===== src/sv/tpd_pkg.sv =====
`default_nettype none
package tpd_pkg;

   localparam logic       OP_BYTE  = 1'b0;
   localparam logic       OP_TICK  = 1'b1;

   localparam logic [7:0] SYNC_BYTE    = 8'hff;
   localparam logic [7:0] RELEASE_BYTE = 8'hfe;

   localparam logic [1:0] KIND_MOTION = 2'd0;
   localparam logic [1:0] KIND_DOWN   = 2'd1;
   localparam logic [1:0] KIND_UP     = 2'd2;

   localparam logic [2:0] CSR_CAL_X      = 3'd0;
   localparam logic [2:0] CSR_CAL_Y      = 3'd1;
   localparam logic [2:0] CSR_SMOOTHNESS = 3'd2;
   localparam logic [2:0] CSR_JITTER     = 3'd3;
   localparam logic [2:0] CSR_TAPPING    = 3'd4;
   localparam logic [2:0] CSR_NO_DRAG    = 3'd5;
   localparam logic [2:0] CSR_BUTTON     = 3'd6;

   localparam logic [2:0] SEL_B1      = 3'd0;
   localparam logic [2:0] SEL_B2      = 3'd1;
   localparam logic [2:0] SEL_B3      = 3'd2;
   localparam logic [2:0] SEL_B2_ONCE = 3'd3;
   localparam logic [2:0] SEL_B3_ONCE = 3'd4;

   localparam logic [10:0] TICK_MAX = 11'd2047;

   localparam int MUL_STEPS = 4;
   localparam int DIV_STEPS = 20;

   typedef struct packed {
      logic       accept;
      logic       mul_en;
      logic [1:0] mul_step;
      logic       sat;
      logic       load;
      logic       div_en;
      logic       commit;
      logic       pop;
   } tpd_cmd_type;

   typedef struct packed {
      logic touch;
      logic ev_pending;
      logic last;
   } tpd_status_type;

   function automatic logic [1:0] eff_button(input logic once, input logic [2:0] sel);
      logic [1:0] btn;
      btn = 2'd1;
      if (!once) begin
         case (sel)
            SEL_B2, SEL_B2_ONCE: btn = 2'd2;
            SEL_B3, SEL_B3_ONCE: btn = 2'd3;
            default: btn = 2'd1;
         endcase
      end
      return btn;
   endfunction

endpackage
`default_nettype wire


===== src/sv/tpd_ctrl.sv =====
`default_nettype none
module tpd_ctrl
   import tpd_pkg::*;
(
   input  wire logic           clock,
   input  wire logic           reset,
   input  wire logic           req_tvalid,
   output logic                req_tready,
   output logic                rsp_tvalid,
   input  wire logic           rsp_tready,
   input  wire tpd_status_type status,
   output tpd_cmd_type         cmd
);

   typedef enum logic [6:0] {
      ST_IDLE   = 7'b0000001,
      ST_MUL    = 7'b0000010,
      ST_SAT    = 7'b0000100,
      ST_LOAD   = 7'b0001000,
      ST_DIV    = 7'b0010000,
      ST_COMMIT = 7'b0100000,
      ST_OUT    = 7'b1000000
   } tpd_state_type;

   tpd_state_type state_ff, state_in;
   logic [4:0]    cnt_ff, cnt_in;

   assign req_tready = (state_ff == ST_IDLE);
   assign rsp_tvalid = (state_ff == ST_OUT);

   always_comb begin
      state_in     = state_ff;
      cnt_in       = cnt_ff;
      cmd          = '0;
      cmd.mul_step = cnt_ff[1:0];
      case (state_ff)
         ST_IDLE: begin
            if (req_tvalid) begin
               cmd.accept = 1'b1;
               cnt_in     = '0;
               if (status.touch) begin
                  state_in = ST_MUL;
               end else if (status.ev_pending) begin
                  state_in = ST_OUT;
               end
            end
         end
         ST_MUL: begin
            cmd.mul_en = 1'b1;
            cnt_in     = cnt_ff + 5'd1;
            if (cnt_ff == 5'(MUL_STEPS - 1)) begin
               state_in = ST_SAT;
            end
         end
         ST_SAT: begin
            cmd.sat  = 1'b1;
            state_in = ST_LOAD;
         end
         ST_LOAD: begin
            cmd.load = 1'b1;
            cnt_in   = '0;
            state_in = ST_DIV;
         end
         ST_DIV: begin
            cmd.div_en = 1'b1;
            cnt_in     = cnt_ff + 5'd1;
            if (cnt_ff == 5'(DIV_STEPS - 1)) begin
               state_in = ST_COMMIT;
            end
         end
         ST_COMMIT: begin
            cmd.commit = 1'b1;
            state_in   = status.ev_pending ? ST_OUT : ST_IDLE;
         end
         ST_OUT: begin
            if (rsp_tready) begin
               cmd.pop = 1'b1;
               if (status.last) begin
                  state_in = ST_IDLE;
               end
            end
         end
         default: state_in = ST_IDLE;
      endcase
   end

   always_ff @(posedge clock) begin
      if (reset) begin
         state_ff <= ST_IDLE;
         cnt_ff   <= '0;
      end else begin
         state_ff <= state_in;
         cnt_ff   <= cnt_in;
      end
   end

endmodule
`default_nettype wire


===== src/sv/tpd_datapath.sv =====
`default_nettype none
module tpd_datapath
   import tpd_pkg::*;
(
   input  wire logic        clock,
   input  wire logic        reset,
   input  wire logic        csr_we,
   input  wire logic [2:0]  csr_addr,
   input  wire logic [63:0] csr_wdata,
   input  wire logic        op,
   input  wire logic [7:0]  rx_byte,
   input  wire tpd_cmd_type cmd,
   output tpd_status_type   status,
   output logic [1:0]       ev_kind,
   output logic [1:0]       ev_button,
   output logic [15:0]      ev_x,
   output logic [15:0]      ev_y
);

   localparam logic [2:0] PH_HUNT = 3'd0;
   localparam logic [2:0] PH_B0   = 3'd1;
   localparam logic [2:0] PH_B1   = 3'd2;
   localparam logic [2:0] PH_B2   = 3'd3;
   localparam logic [2:0] PH_B3   = 3'd4;

   logic [63:0] cal_x_ff, cal_y_ff;
   logic [3:0]  smooth_ff;
   logic [9:0]  jitter_ff, tapping_ff;
   logic        no_drag_ff;
   logic [2:0]  sel_ff;

   logic [2:0]  phase_ff, phase_in;
   logic [7:0]  fb_ff [4];
   logic [15:0] avg_x_ff, avg_x_in, avg_y_ff, avg_y_in;
   logic        was_rel_ff, was_rel_in, pen_ff, pen_in, pend_ff, pend_in;
   logic        once_ff, once_in;
   logic [9:0]  cnt_ff, cnt_in;
   logic [10:0] tsr_ff, tsr_in;
   logic [3:0]  mask_ff, mask_in;
   logic [1:0]  btn_ff, btn_in;

   logic signed [39:0] acc_x_ff, acc_y_ff;
   logic [15:0] cx_ff, cy_ff;
   logic [19:0] qx_ff, qy_ff;
   logic [3:0]  rx_ff, ry_ff;
   logic [4:0]  d_ff;

   logic [15:0] xraw, yraw;
   logic [63:0] word;
   logic [19:0] gain;
   logic [15:0] raw;
   logic [23:0] off;
   logic signed [36:0] prod;
   logic signed [39:0] base, sum;
   logic [9:0]  cnt_dec;
   logic        fire, touch_byte;
   logic [15:0] nx, ny;

   assign xraw = {fb_ff[1], fb_ff[0]};
   assign yraw = {fb_ff[3], fb_ff[2]};
   assign word = cmd.mul_step[1] ? cal_y_ff : cal_x_ff;
   assign gain = cmd.mul_step[0] ? word[39:20] : word[19:0];
   assign raw  = cmd.mul_step[0] ? yraw : xraw;
   assign off  = word[63:40];
   assign prod = $signed(gain) * $signed({1'b0, raw});
   always_comb begin
      if (cmd.mul_step[0]) begin
         base = cmd.mul_step[1] ? acc_y_ff : acc_x_ff;
      end else begin
         base = $signed({{4{off[23]}}, off, 12'd0});
      end
      sum = base + 40'(prod);
   end

   function automatic logic [15:0] saturate(input logic signed [39:0] a);
      logic [15:0] r;
      if (a[39]) begin
         r = 16'd0;
      end else if (|a[38:28]) begin
         r = 16'hffff;
      end else begin
         r = a[27:12];
      end
      return r;
   endfunction

   assign nx = qx_ff[15:0];
   assign ny = qy_ff[15:0];
   assign cnt_dec    = (cnt_ff != 10'd0) ? cnt_ff - 10'd1 : 10'd0;
   assign touch_byte = (op == OP_BYTE) && (phase_ff == PH_B3);

   always_comb begin
      phase_in   = phase_ff;
      avg_x_in   = avg_x_ff;
      avg_y_in   = avg_y_ff;
      was_rel_in = was_rel_ff;
      pen_in     = pen_ff;
      pend_in    = pend_ff;
      once_in    = once_ff;
      cnt_in     = cnt_ff;
      tsr_in     = tsr_ff;
      mask_in    = mask_ff;
      btn_in     = btn_ff;
      fire       = 1'b0;
      if (cmd.accept) begin
         mask_in = '0;
         if (op == OP_TICK) begin
            if (tsr_ff != TICK_MAX) begin
               tsr_in = tsr_ff + 11'd1;
            end
            if (pend_ff) begin
               cnt_in = cnt_dec;
               fire   = (cnt_dec == 10'd0);
            end
         end else begin
            case (phase_ff)
               PH_B0: phase_in = PH_B1;
               PH_B1: begin
                  if (fb_ff[0] == RELEASE_BYTE && rx_byte == RELEASE_BYTE) begin
                     phase_in = PH_HUNT;
                     tsr_in   = '0;
                     if (jitter_ff != 10'd0) begin
                        pend_in = 1'b1;
                        cnt_in  = jitter_ff;
                     end else begin
                        fire = 1'b1;
                     end
                  end else begin
                     phase_in = PH_B2;
                  end
               end
               PH_B2: phase_in = PH_B3;
               PH_B3: phase_in = PH_HUNT;
               default: phase_in = (rx_byte == SYNC_BYTE) ? PH_B0 : PH_HUNT;
            endcase
         end
         if (fire) begin
            mask_in    = 4'b1000;
            btn_in     = eff_button(once_ff, sel_ff);
            if (sel_ff == SEL_B2_ONCE || sel_ff == SEL_B3_ONCE) begin
               once_in = 1'b1;
            end
            pen_in     = 1'b0;
            pend_in    = 1'b0;
            cnt_in     = '0;
            was_rel_in = 1'b1;
         end
      end
      if (cmd.commit) begin
         mask_in    = '0;
         btn_in     = eff_button(once_ff, sel_ff);
         was_rel_in = 1'b0;
         if (avg_x_ff != nx || avg_y_ff != ny) begin
            mask_in[0] = no_drag_ff;
            mask_in[1] = 1'b1;
         end
         if (!pen_ff) begin
            if (pend_ff) begin
               pend_in = 1'b0;
               cnt_in  = '0;
            end else if (tapping_ff == 10'd0 || tsr_ff < {1'b0, tapping_ff}) begin
               mask_in[2] = 1'b1;
            end
         end
         pen_in   = 1'b1;
         avg_x_in = nx;
         avg_y_in = ny;
      end
      if (cmd.pop) begin
         mask_in = mask_ff & (mask_ff - 4'd1);
      end
      if (csr_we && csr_addr == CSR_BUTTON) begin
         once_in = 1'b0;
      end
   end

   assign status.touch      = touch_byte;
   assign status.ev_pending = |mask_in;
   assign status.last       = $onehot(mask_ff);

   always_comb begin
      ev_kind   = KIND_UP;
      ev_button = btn_ff;
      if (!mask_ff[0] && mask_ff[1]) begin
         ev_kind   = KIND_MOTION;
         ev_button = 2'd0;
      end else if (!mask_ff[0] && !mask_ff[1] && mask_ff[2]) begin
         ev_kind   = KIND_DOWN;
      end
   end
   assign ev_x = avg_x_ff;
   assign ev_y = avg_y_ff;

   always_ff @(posedge clock) begin
      if (reset) begin
         cal_x_ff   <= 64'd4096;
         cal_y_ff   <= 64'h0000_0001_0000_0000;
         smooth_ff  <= 4'd9;
         jitter_ff  <= 10'd50;
         tapping_ff <= 10'd0;
         no_drag_ff <= 1'b0;
         sel_ff     <= SEL_B1;
      end else if (csr_we) begin
         case (csr_addr)
            CSR_CAL_X:      cal_x_ff   <= csr_wdata;
            CSR_CAL_Y:      cal_y_ff   <= csr_wdata;
            CSR_SMOOTHNESS: smooth_ff  <= csr_wdata[3:0];
            CSR_JITTER:     jitter_ff  <= csr_wdata[9:0];
            CSR_TAPPING:    tapping_ff <= csr_wdata[9:0];
            CSR_NO_DRAG:    no_drag_ff <= csr_wdata[0];
            CSR_BUTTON:     sel_ff     <= csr_wdata[2:0];
            default: ;
         endcase
      end
   end

   always_ff @(posedge clock) begin
      if (reset) begin
         phase_ff   <= PH_HUNT;
         avg_x_ff   <= 16'hffff;
         avg_y_ff   <= 16'hffff;
         was_rel_ff <= 1'b1;
         pen_ff     <= 1'b0;
         pend_ff    <= 1'b0;
         once_ff    <= 1'b0;
         cnt_ff     <= '0;
         tsr_ff     <= '0;
         mask_ff    <= '0;
      end else begin
         phase_ff   <= phase_in;
         avg_x_ff   <= avg_x_in;
         avg_y_ff   <= avg_y_in;
         was_rel_ff <= was_rel_in;
         pen_ff     <= pen_in;
         pend_ff    <= pend_in;
         once_ff    <= once_in;
         cnt_ff     <= cnt_in;
         tsr_ff     <= tsr_in;
         mask_ff    <= mask_in;
      end
   end

   always_ff @(posedge clock) begin
      btn_ff <= btn_in;
      if (cmd.accept && op == OP_BYTE) begin
         case (phase_ff)
            PH_B0: fb_ff[0] <= rx_byte;
            PH_B1: fb_ff[1] <= rx_byte;
            PH_B2: fb_ff[2] <= rx_byte;
            PH_B3: fb_ff[3] <= rx_byte;
            default: ;
         endcase
      end
      if (cmd.mul_en) begin
         if (cmd.mul_step[1]) begin
            acc_y_ff <= sum;
         end else begin
            acc_x_ff <= sum;
         end
      end
      if (cmd.sat) begin
         cx_ff <= saturate(acc_x_ff);
         cy_ff <= saturate(acc_y_ff);
      end
      if (cmd.load) begin
         if (was_rel_ff) begin
            qx_ff <= {4'd0, cx_ff};
            qy_ff <= {4'd0, cy_ff};
            d_ff  <= 5'd1;
         end else begin
            qx_ff <= ({4'd0, avg_x_ff} * {16'd0, smooth_ff}) + {4'd0, cx_ff};
            qy_ff <= ({4'd0, avg_y_ff} * {16'd0, smooth_ff}) + {4'd0, cy_ff};
            d_ff  <= {1'b0, smooth_ff} + 5'd1;
         end
         rx_ff <= '0;
         ry_ff <= '0;
      end
      if (cmd.div_en) begin
         if ({rx_ff, qx_ff[19]} >= d_ff) begin
            rx_ff <= 4'({rx_ff, qx_ff[19]} - d_ff);
            qx_ff <= {qx_ff[18:0], 1'b1};
         end else begin
            rx_ff <= {rx_ff[2:0], qx_ff[19]};
            qx_ff <= {qx_ff[18:0], 1'b0};
         end
         if ({ry_ff, qy_ff[19]} >= d_ff) begin
            ry_ff <= 4'({ry_ff, qy_ff[19]} - d_ff);
            qy_ff <= {qy_ff[18:0], 1'b1};
         end else begin
            ry_ff <= {ry_ff[2:0], qy_ff[19]};
            qy_ff <= {qy_ff[18:0], 1'b0};
         end
      end
   end

endmodule
`default_nettype wire


===== src/sv/touch_packet_decoder_core.sv =====
`default_nettype none
// Channel   Direction  Handshake              Payload
// req       in         req_tvalid/req_tready  tdata rx_byte, tuser operation
// rsp       out        rsp_tvalid/rsp_tready  tdata button/x/y, tuser kind, tlast
// csr       in         csr_we                 csr_addr, csr_wdata
//
// A tick or a byte that does not end a touch packet is taken directly from idle, and goes to
// the event output only if an event is pending. The last byte of a touch packet passes through
// four multiply-accumulate steps on one shared multiplier, saturation, load, a 20-step radix-2
// divider for the averaging, and commit before any events appear.
// Each event is held until rsp_tready; no request is taken meanwhile.
// Reset is synchronous and active high and restores the register defaults.
module touch_packet_decoder_core
   import tpd_pkg::*;
(
   input  wire logic        clock,
   input  wire logic        reset,
   input  wire logic        req_tvalid,
   output logic             req_tready,
   input  wire logic [7:0]  req_tdata,   // [7:0] rx_byte
   input  wire logic        req_tuser,   // [0] operation
   output logic             rsp_tvalid,
   input  wire logic        rsp_tready,
   output logic [39:0]      rsp_tdata,   // [1:0] button_number, [17:2] x_pos, [33:18] y_pos
   output logic [1:0]       rsp_tuser,   // [1:0] event_kind
   output logic             rsp_tlast,
   input  wire logic        csr_we,
   input  wire logic [2:0]  csr_addr,
   input  wire logic [63:0] csr_wdata
);

   tpd_cmd_type    cmd;
   tpd_status_type status;
   logic [1:0]     ev_button;
   logic [15:0]    ev_x, ev_y;

   tpd_ctrl u_ctrl (
      .clock      (clock),
      .reset      (reset),
      .req_tvalid (req_tvalid),
      .req_tready (req_tready),
      .rsp_tvalid (rsp_tvalid),
      .rsp_tready (rsp_tready),
      .status     (status),
      .cmd        (cmd)
   );

   tpd_datapath u_datapath (
      .clock     (clock),
      .reset     (reset),
      .csr_we    (csr_we),
      .csr_addr  (csr_addr),
      .csr_wdata (csr_wdata),
      .op        (req_tuser),
      .rx_byte   (req_tdata),
      .cmd       (cmd),
      .status    (status),
      .ev_kind   (rsp_tuser),
      .ev_button (ev_button),
      .ev_x      (ev_x),
      .ev_y      (ev_y)
   );

   assign rsp_tdata = {6'd0, ev_y, ev_x, ev_button};
   assign rsp_tlast = status.last;

   a_no_overlap: assert property (@(posedge clock) disable iff (reset)
      !(rsp_tvalid && req_tready))
      else $error("request accepted while an event is waiting");

   a_last_ends: assert property (@(posedge clock) disable iff (reset)
      rsp_tvalid && rsp_tready && rsp_tlast |=> !rsp_tvalid && req_tready)
      else $error("events continue after the final one");

   a_valid_has_event: assert property (@(posedge clock) disable iff (reset)
      rsp_tvalid |-> $countones(rsp_tuser) <= 1)
      else $error("event kind out of range");

endmodule
`default_nettype wire

===== config.mk =====
export PLATFORM = sky130hd
export DESIGN_NAME = touch_packet_decoder_core
export DESIGN_NICKNAME = d
export VERILOG_FILES = /design/src/sv/tpd_pkg.sv /design/src/sv/tpd_ctrl.sv /design/src/sv/tpd_datapath.sv /design/src/sv/touch_packet_decoder_core.sv
export SDC_FILE = /design/constraint.sdc
export NUM_CORES = 2
export LEC_CHECK = 0
export BUFFER_PORTS_ARGS = -buffer_cell sky130_fd_sc_hd__buf_2
export CAP_MARGIN = 10
export CORE_MARGIN = 2
export CORE_UTILIZATION = 57
export DETAILED_ROUTE_END_ITERATION = 16
export HOLD_SLACK_MARGIN = 0.12
export PLACE_DENSITY_LB_ADDON = 0.05
export SYNTH_ARGS = -nofsm -noshare
export SYNTH_HDL_FRONTEND = slang
export SYNTH_SLANG_ARGS = --single-unit

===== constraint.sdc =====
create_clock -name clock -period 9.17 [get_ports clock]
set_input_delay 1.834 -clock clock [delete_from_list [all_inputs] [get_ports clock]]
set_output_delay 1.834 -clock clock [all_outputs]
set_load 0.01 [all_outputs]

Word level (Yosys, flattened, before mapping)
Memories as Yosys holds them, arrays and structs flattened.
Cells that the tools add are included.
{ "word_totals": {"inputBits": 81, "mem_bits_rw": 32, "word_cells": 253, "mem_count": 1, "output_inout_bits": 45, "ff_bits": 399} }
{ "mem_list": {"columns": ["memory", "words", "word_bits", "rd", "rd_ports_with_merged_regs", "wr", "line_no", "rtl"], "rows": [
  ["u_datapath.fb_ff", 4, 8, 4, 0, 1, "tpd_datapath.sv:33", "logic [7:0] fb_ff [4];"]
]} }
{ "op_classes": {"bitwise_logic": 3, "n_reduce_logical": 48, "add_sub_neg": 13, "n_mul": 3, "order_cmp": 3, "eq_ne": 37, "muxes": 116} }
{ "op_table": {"columns": ["cell", "n"], "rows": [
  ["20-bit 2-to-1 mux", 7],
  ["10-bit 2-to-1 mux", 11],
  ["40-bit 2-to-1 mux", 2],
  ["64-bit 2-to-1 mux", 1],
  ["7-bit 2-to-1 mux", 8],
  ["1-bit 2-to-1 mux", 51],
  ["7-bit one-hot mux with 7 select lines", 1],
  ["16-bit 2-to-1 mux", 3],
  ["11-bit 2-to-1 mux", 4],
  ["20-bit by 16-bit adder with 20-bit output", 2],
  ["40-bit by 37-bit adder with 40-bit output", 1],
  ["16-bit by 4-bit multiplier with 20-bit output", 2],
  ["20-bit by 17-bit multiplier with 37-bit output", 1],
  ["4-bit 2-to-1 mux", 9],
  ["16-bit != test", 2],
  ["8-bit == test, second input constant", 3],
  ["2-bit 2-to-1 mux", 12],
  ["8-bit 2-to-1 mux", 3],
  ["2-bit AND reduction", 12],
  ["8-bit OR reduction", 3],
  ["11-bit OR reduction", 2],
  ["10-bit logical NOT", 2],
  ["10-bit nonzero test", 2],
  ["3-bit by 2-bit == test with 1-bit output, second input constant", 6],
  ["other kinds (42)", 73]
]} }

Logic depth before layout (Yosys ltp)
An unclocked memory read counts as a cell.
{ "logic_depth": {"ltp_word": 16, "mapped_depth": 30, "mapped_depth_nobuf": 27} }

Cells and area by module
Synthesis repeated with hierarchy kept, for this count alone.
{ "hier_totals": {"hier_cells": 3994, "hier_area_um2": 37800.0} }
{ "modules_own_cells": {"columns": ["mod", "cells_per_inst", "n_inst", "seq_area_each_um2", "area_each_um2"], "rows": [
  ["tpd_datapath", 3894, 1, 10380.0, 36999.2],
  ["tpd_ctrl", 93, 1, 240.2, 752.0],
  ["touch_packet_decoder_core", 7, 1, 0.0, 48.8]
]} }

Least setup slack after synthesis
No wires, ideal clock.
{ "synth_path": {"path_kind": "flip-flop to flip-flop", "start": "register u_ctrl.cnt_ff[0]", "end": "register u_datapath.acc_x_ff[38], data pin", "setup_time_ns": 0.262, "path_buffers": 3, "stages_incl_launch_ff": 26, "slack_ns": 1.498, "arrival_time_ns": 7.410, "required_time_ns": 8.908, "path_cell_list": "dfxtp_1 clkbuf_1 buf_1 mux2i_1 clkbuf_1 nor2_1 fa_1 inv_1 fa_1 fa_1 inv_1 fa_1 fa_1 inv_1 fa_1 inv_1 ha_1 a21oi_1 o21ai_1 a221o_1 a21o_1 a311o_1 a31oi_1 o21ai_1 o41a_1 xor2_1"} }
{ "synth_via": {"elab_chain_len": 3, "word_cells_on_any_way": 5} }
{ "synth_lines": {"columns": ["item", "line_no", "rtl"], "rows": [
  ["from (decl)", "tpd_ctrl.sv:26", "logic [4:0] cnt_ff, cnt_in;"],
  ["from (signal assigned)", "tpd_ctrl.sv:93", "cnt_ff <= cnt_in;"],
  ["20-bit 2-to-1 mux or 16-bit 2-to-1 mux (tied branches)", "tpd_datapath.sv:62, tpd_datapath.sv:63", null],
  ["20-bit by 17-bit multiplier with 37-bit output", "tpd_datapath.sv:65", "assign prod = $signed(gain) * $signed({1'b0, raw});"],
  ["40-bit by 37-bit adder with 40-bit output (*)", "tpd_datapath.sv:72", "sum = base + 40'(prod);"],
  ["named net u_datapath.sum[38]", "tpd_datapath.sv:54", "logic signed [39:0] base, sum;"],
  ["to (signal assigned)", "tpd_datapath.sv:258", "acc_x_ff <= sum;"],
  ["to (decl)", "tpd_datapath.sv:42", "logic signed [39:0] acc_x_ff, acc_y_ff;"]
]} }
The timed path passes the listed nets; every way through them passes the cells marked *.
A chain may end at the register's enable or synchronous reset.

Worst setup path after layout
{ "layout_path": {"start": "register u_ctrl.cnt_ff[1]", "end": "register u_datapath.acc_y_ff[38], data pin"} }
{ "layout_via": {"elab_chain_len": 4, "word_cells_on_any_way": 6} }
{ "layout_lines": {"columns": ["item", "line_no", "rtl"], "rows": [
  ["64-bit 2-to-1 mux", "tpd_datapath.sv:61", "assign word = cmd.mul_step[1] ? cal_y_ff : cal_x_ff;"],
  ["20-bit 2-to-1 mux", "tpd_datapath.sv:62", "assign gain = cmd.mul_step[0] ? word[39:20] : word[19:0];"],
  ["20-bit by 17-bit multiplier with 37-bit output", "tpd_datapath.sv:65", null],
  ["40-bit by 37-bit adder with 40-bit output (*)", "tpd_datapath.sv:72", null],
  ["named net u_datapath.sum[38]", "tpd_datapath.sv:54", null],
  ["to (signal assigned)", "tpd_datapath.sv:256", "acc_y_ff <= sum;"],
  ["to (decl)", "tpd_datapath.sv:42", null]
]} }
Marks and branches as above.

==> flow_summary.yaml <==
status:
  run_status: "finished clean"
finish:
  nFillCells: 5568
  drive_above_1_share_pct: 8.50
  syn2layout_area_growth_pct: 8.36
  fin_nets: 4782
  multiInputGateArea_um2: 23500
  regArea_um2: 10600
synth:
  synth_top_family_by_area: "adder cells"
  synth_common_cells: "nand2_1, inv_1, fa_1, nor2_1, a21oi_1"
  synth_top_flop_cell: "dfxtp_1"
  avgSynthCellArea_um2: 9.29
  yosys_register_bits: 431
  synth_top_area_share_pct: 25.6
  synthMuxAreaShare_pct: 4.21
  yosysTopAreaCell: "fa_1"
  netlist_area_um2: 37100
  synth-compound-area-share_pct: 8.24
  synthAdderAreaFrac_pct: 31.8
  yosys-top-cells-area: "fa_1, edfxtp_1, dfxtp_1"
  yosysSeqAreaShare_pct: 28.6
  synthSimpleGateAreaFrac_pct: 16.1
  synth-xor-area-share_pct: 2.88
  synth_edf_count: 199
  postSynth.asyncResetShare_pct: 0
  yosysWarnings: 0
  synthesis.instances: 3992
  yosysMostFrequentCell: "nand2_1"
  synth.distinct_cells: 81
clock_tree:
  cts_inserted_buffers: 49
  clock_sinks: 431
  cts_tree: "built"
  cts_buffer_depth: 3
  insertion_delay_ps: 620
  cts_hold_buf: 0
  clk_pin_slew_worst_paths_ps: 60
  cts_resized: 0
  postCtsSetupBuffers: 0
  cts_max_level: 2
  root_buffer: "clkbuf_16"
worst_setup_path:
  slowest_stage: "dfxtp_4"
  critical_path.max_fanout: 50
  worstSetupPathType: "reg -> reg"
  cp_cell_sequence: "mux2_2, o21ai_1, nor2_1, fa_1, inv_1, fa_1, fa_1, inv_1, fa_1, fa_1, inv_1, fa_1, inv_1, ha_1, and4_1, a221o_1, a21o_1, a311o_1, a31oi_1, o21ai_1, o41a_1, xor2_1"
  critPathCaptureType: "register"
  arrival_ps: 8740
  cp_slowest_stage_delay_ps: 870
  required_ps: 9520
  path_common_cell: "fa_1"
  critical_path.startpoint_type: "register"
job:
  max-cap-violations: 0
pwr:
  clock_power_share_pct: 39.5
  p_sw_share_pct: 28.7
  p_sw_uw: 1470
  internal_power_uw: 3660
  powerDensity_nw_per_um2: 128
  cellLeakagePower_uw: 0.0178
  vdd_drop_max_mv: 0.131
  p_comb_share_pct: 20.3
  power_frac_seq_pct: 40.1
timing:
  fin_setup_tns_ps: 0
  finClkSkew_ps: 24.7
  min_period_over_period_pct: 91.5
  hold_violations: 0
  setup_ws_ps: 783
  slew_viol_final: 0
  fin_crit_ps: 8390
  relSlewSlack_pct: 18.5
  tightest_slew_ps: 1220
  rsz0062_at_grt: "false"
  fmax_mhz: 119
  final-setup-viol-count: 0
floorplan:
  pin_count: 126
  start_util_pct: 57.6
  dieWidth_um: 259
  die_y_um: 259
  rows: 93
  dieArea_um2: 67100
  core_area_um2: 64300
grt:
  grtUsageTotal_pct: 29.9
  antenna_found_initial: 3
  grt_overflow_total: 0
  grt_start_max_net_pins: 119
  grt_pass1_vias: 26895
  grt_pass1_wl_um: 154000
route:
  final_antenna_net_count: 0
  drt_first_iter_violations: 2316
  drc_errors: 0
  drt-pass1-iter-count: 5
  vias_per_cell: 5.54
  finalWirelength_um: 97800
  vias: 27351
  wl_per_cell_um: 19.8
placement:
  hpwl_um: 75300
  post-place-ws_ps: 846
  port_buffers: 119
  gp_congestion: 0.935
min_path:
  hold_path.class: "reg -> reg"
==> metal layers <==
| layer | share of wire, % | vias up | track usage [%] |
|---|---|---|---|
| met5 | 0 | - | 0 |
| met4 | 3.3 | 0 | 9.26 |
| met3 | 7.0 | 139 | 5.12 |
| met2 | 46 | 836 | 47.7 |
| met1 | 43 | 13551 | 41.9 |
| li1 | - | 12825 | - |
==> cell families after synthesis <==
family                   Yosys count
buffers and inverters            792
XOR/XNOR                         122
flip-flops                       431
AND/OR/NAND/NOR                 1365
multiplexers                     119
AO/OA/AOI/OAI                    504
adder cells (fa/ha/maj)          658
other                              1
==> cells in the final DEF (no fill, tap or decap), types with 26 or more instances in the layout <==
| cell type | n |
|---|---|
| inv_1 | 616 |
| mux2i_1 | 54 |
| nand2_1 | 687 |
| nor2b_1 | 40 |
| buf_4 | 52 |
| mux4_2 | 26 |
| clkbuf_16 | 51 |
| mux2_2 | 37 |
| nor3_1 | 37 |
| nand3b_1 | 41 |
| o21ai_0 | 50 |
| a21oi_1 | 259 |
| edfxtp_1 | 199 |
| xor2_1 | 34 |
| o21a_1 | 27 |
| buf_2 | 118 |
| a21o_1 | 34 |
| dfxtp_1 | 228 |
| nand2b_1 | 32 |
| ha_1 | 184 |
| nor2_1 | 356 |
| xnor2_1 | 88 |
| fa_1 | 474 |
| and2_1 | 50 |
==> stage by stage <==
step	hold WS (ps)	utilization, %	instances	cell area, um^2	total power (uW)
final	453	62.5	4940	40200	5130
after global routing	468	62.5	4939	40200	5380
after CTS	454	62.5	4939	40200	5160
after detailed placement	445	59.9	4847	38500	3140
after global placement	441	59.9	4847	38500	3120
after floorplan	432	-	3997	37100	2890
==> sequential cells by signal (all words and copies together), names as in the netlist, 5 cells and up <==
name                   cells
u_ctrl.state_ff            7
u_datapath.tsr_ff         11
u_datapath.qy_ff          20
u_datapath.cx_ff          16
u_datapath.qx_ff          20
u_datapath.tapping_ff     10
u_datapath.cnt_ff         10
u_datapath.cy_ff          16
u_datapath.jitter_ff      10
u_datapath.ev_x           16
u_datapath.cal_x_ff       64
u_datapath.d_ff            5
u_datapath.cal_y_ff       64
u_ctrl.cnt_ff              5
u_datapath.acc_y_ff       40
u_datapath.ev_y           16
u_datapath.acc_x_ff       40
u_datapath.fb_ff          32
==> power groups by stage <==
stage | logic [uW] | registers (uW) | clock network, uW
after floorplan | 793 | 2100 | 0
final | 1040 | 2060 | 2030
after detailed placement | 1030 | 2100 | 0
after CTS | 1040 | 2060 | 2050
after global placement | 1020 | 2100 | 0
after global routing | 1190 | 2060 | 2130
==> worst max-delay path: cells and delay by family, from the launching register on <==
| kind | cells | cell delay [ps] |
|---|---|---|
| AOI/OAI and AO/OA | 7 | 2630 |
| xor gates and xnor gates | 1 | 160 |
| buffers and inverters | 4 | 200 |
| muxes | 1 | 420 |
| and+or+nand+nor | 2 | 400 |
| DFF | 1 | 870 |
| adders and majority gates | 7 | 3380 |
==> cell type report <==
type	instances	share of cell area, %
Antenna cell	1	0.00623
Clock buffer	72	3.47
Clock inverter	20	0.635
Inverter	616	5.75
Multi-Input combinational cell	2774	58.6
Sequential cell	431	26.5
Tap cell	855	2.66
Timing Repair Buffer	171	2.47
==> worst paths after layout <==
kind | from | end | slack (ps) | cells after the start
hold reg to reg | u_datapath.cal_x_ff[37] | u_datapath.cal_x_ff[37] | 450 | 2
hold / removal | u_datapath.cal_x_ff[37] | u_datapath.cal_x_ff[37] | 450 | 2
setup / recovery | u_ctrl.cnt_ff[1] | u_datapath.acc_y_ff[38] | 780 | 22
setup reg to reg | u_ctrl.cnt_ff[1] | u_datapath.acc_y_ff[38] | 780 | 22
Power figures use the tool's default switching activity.
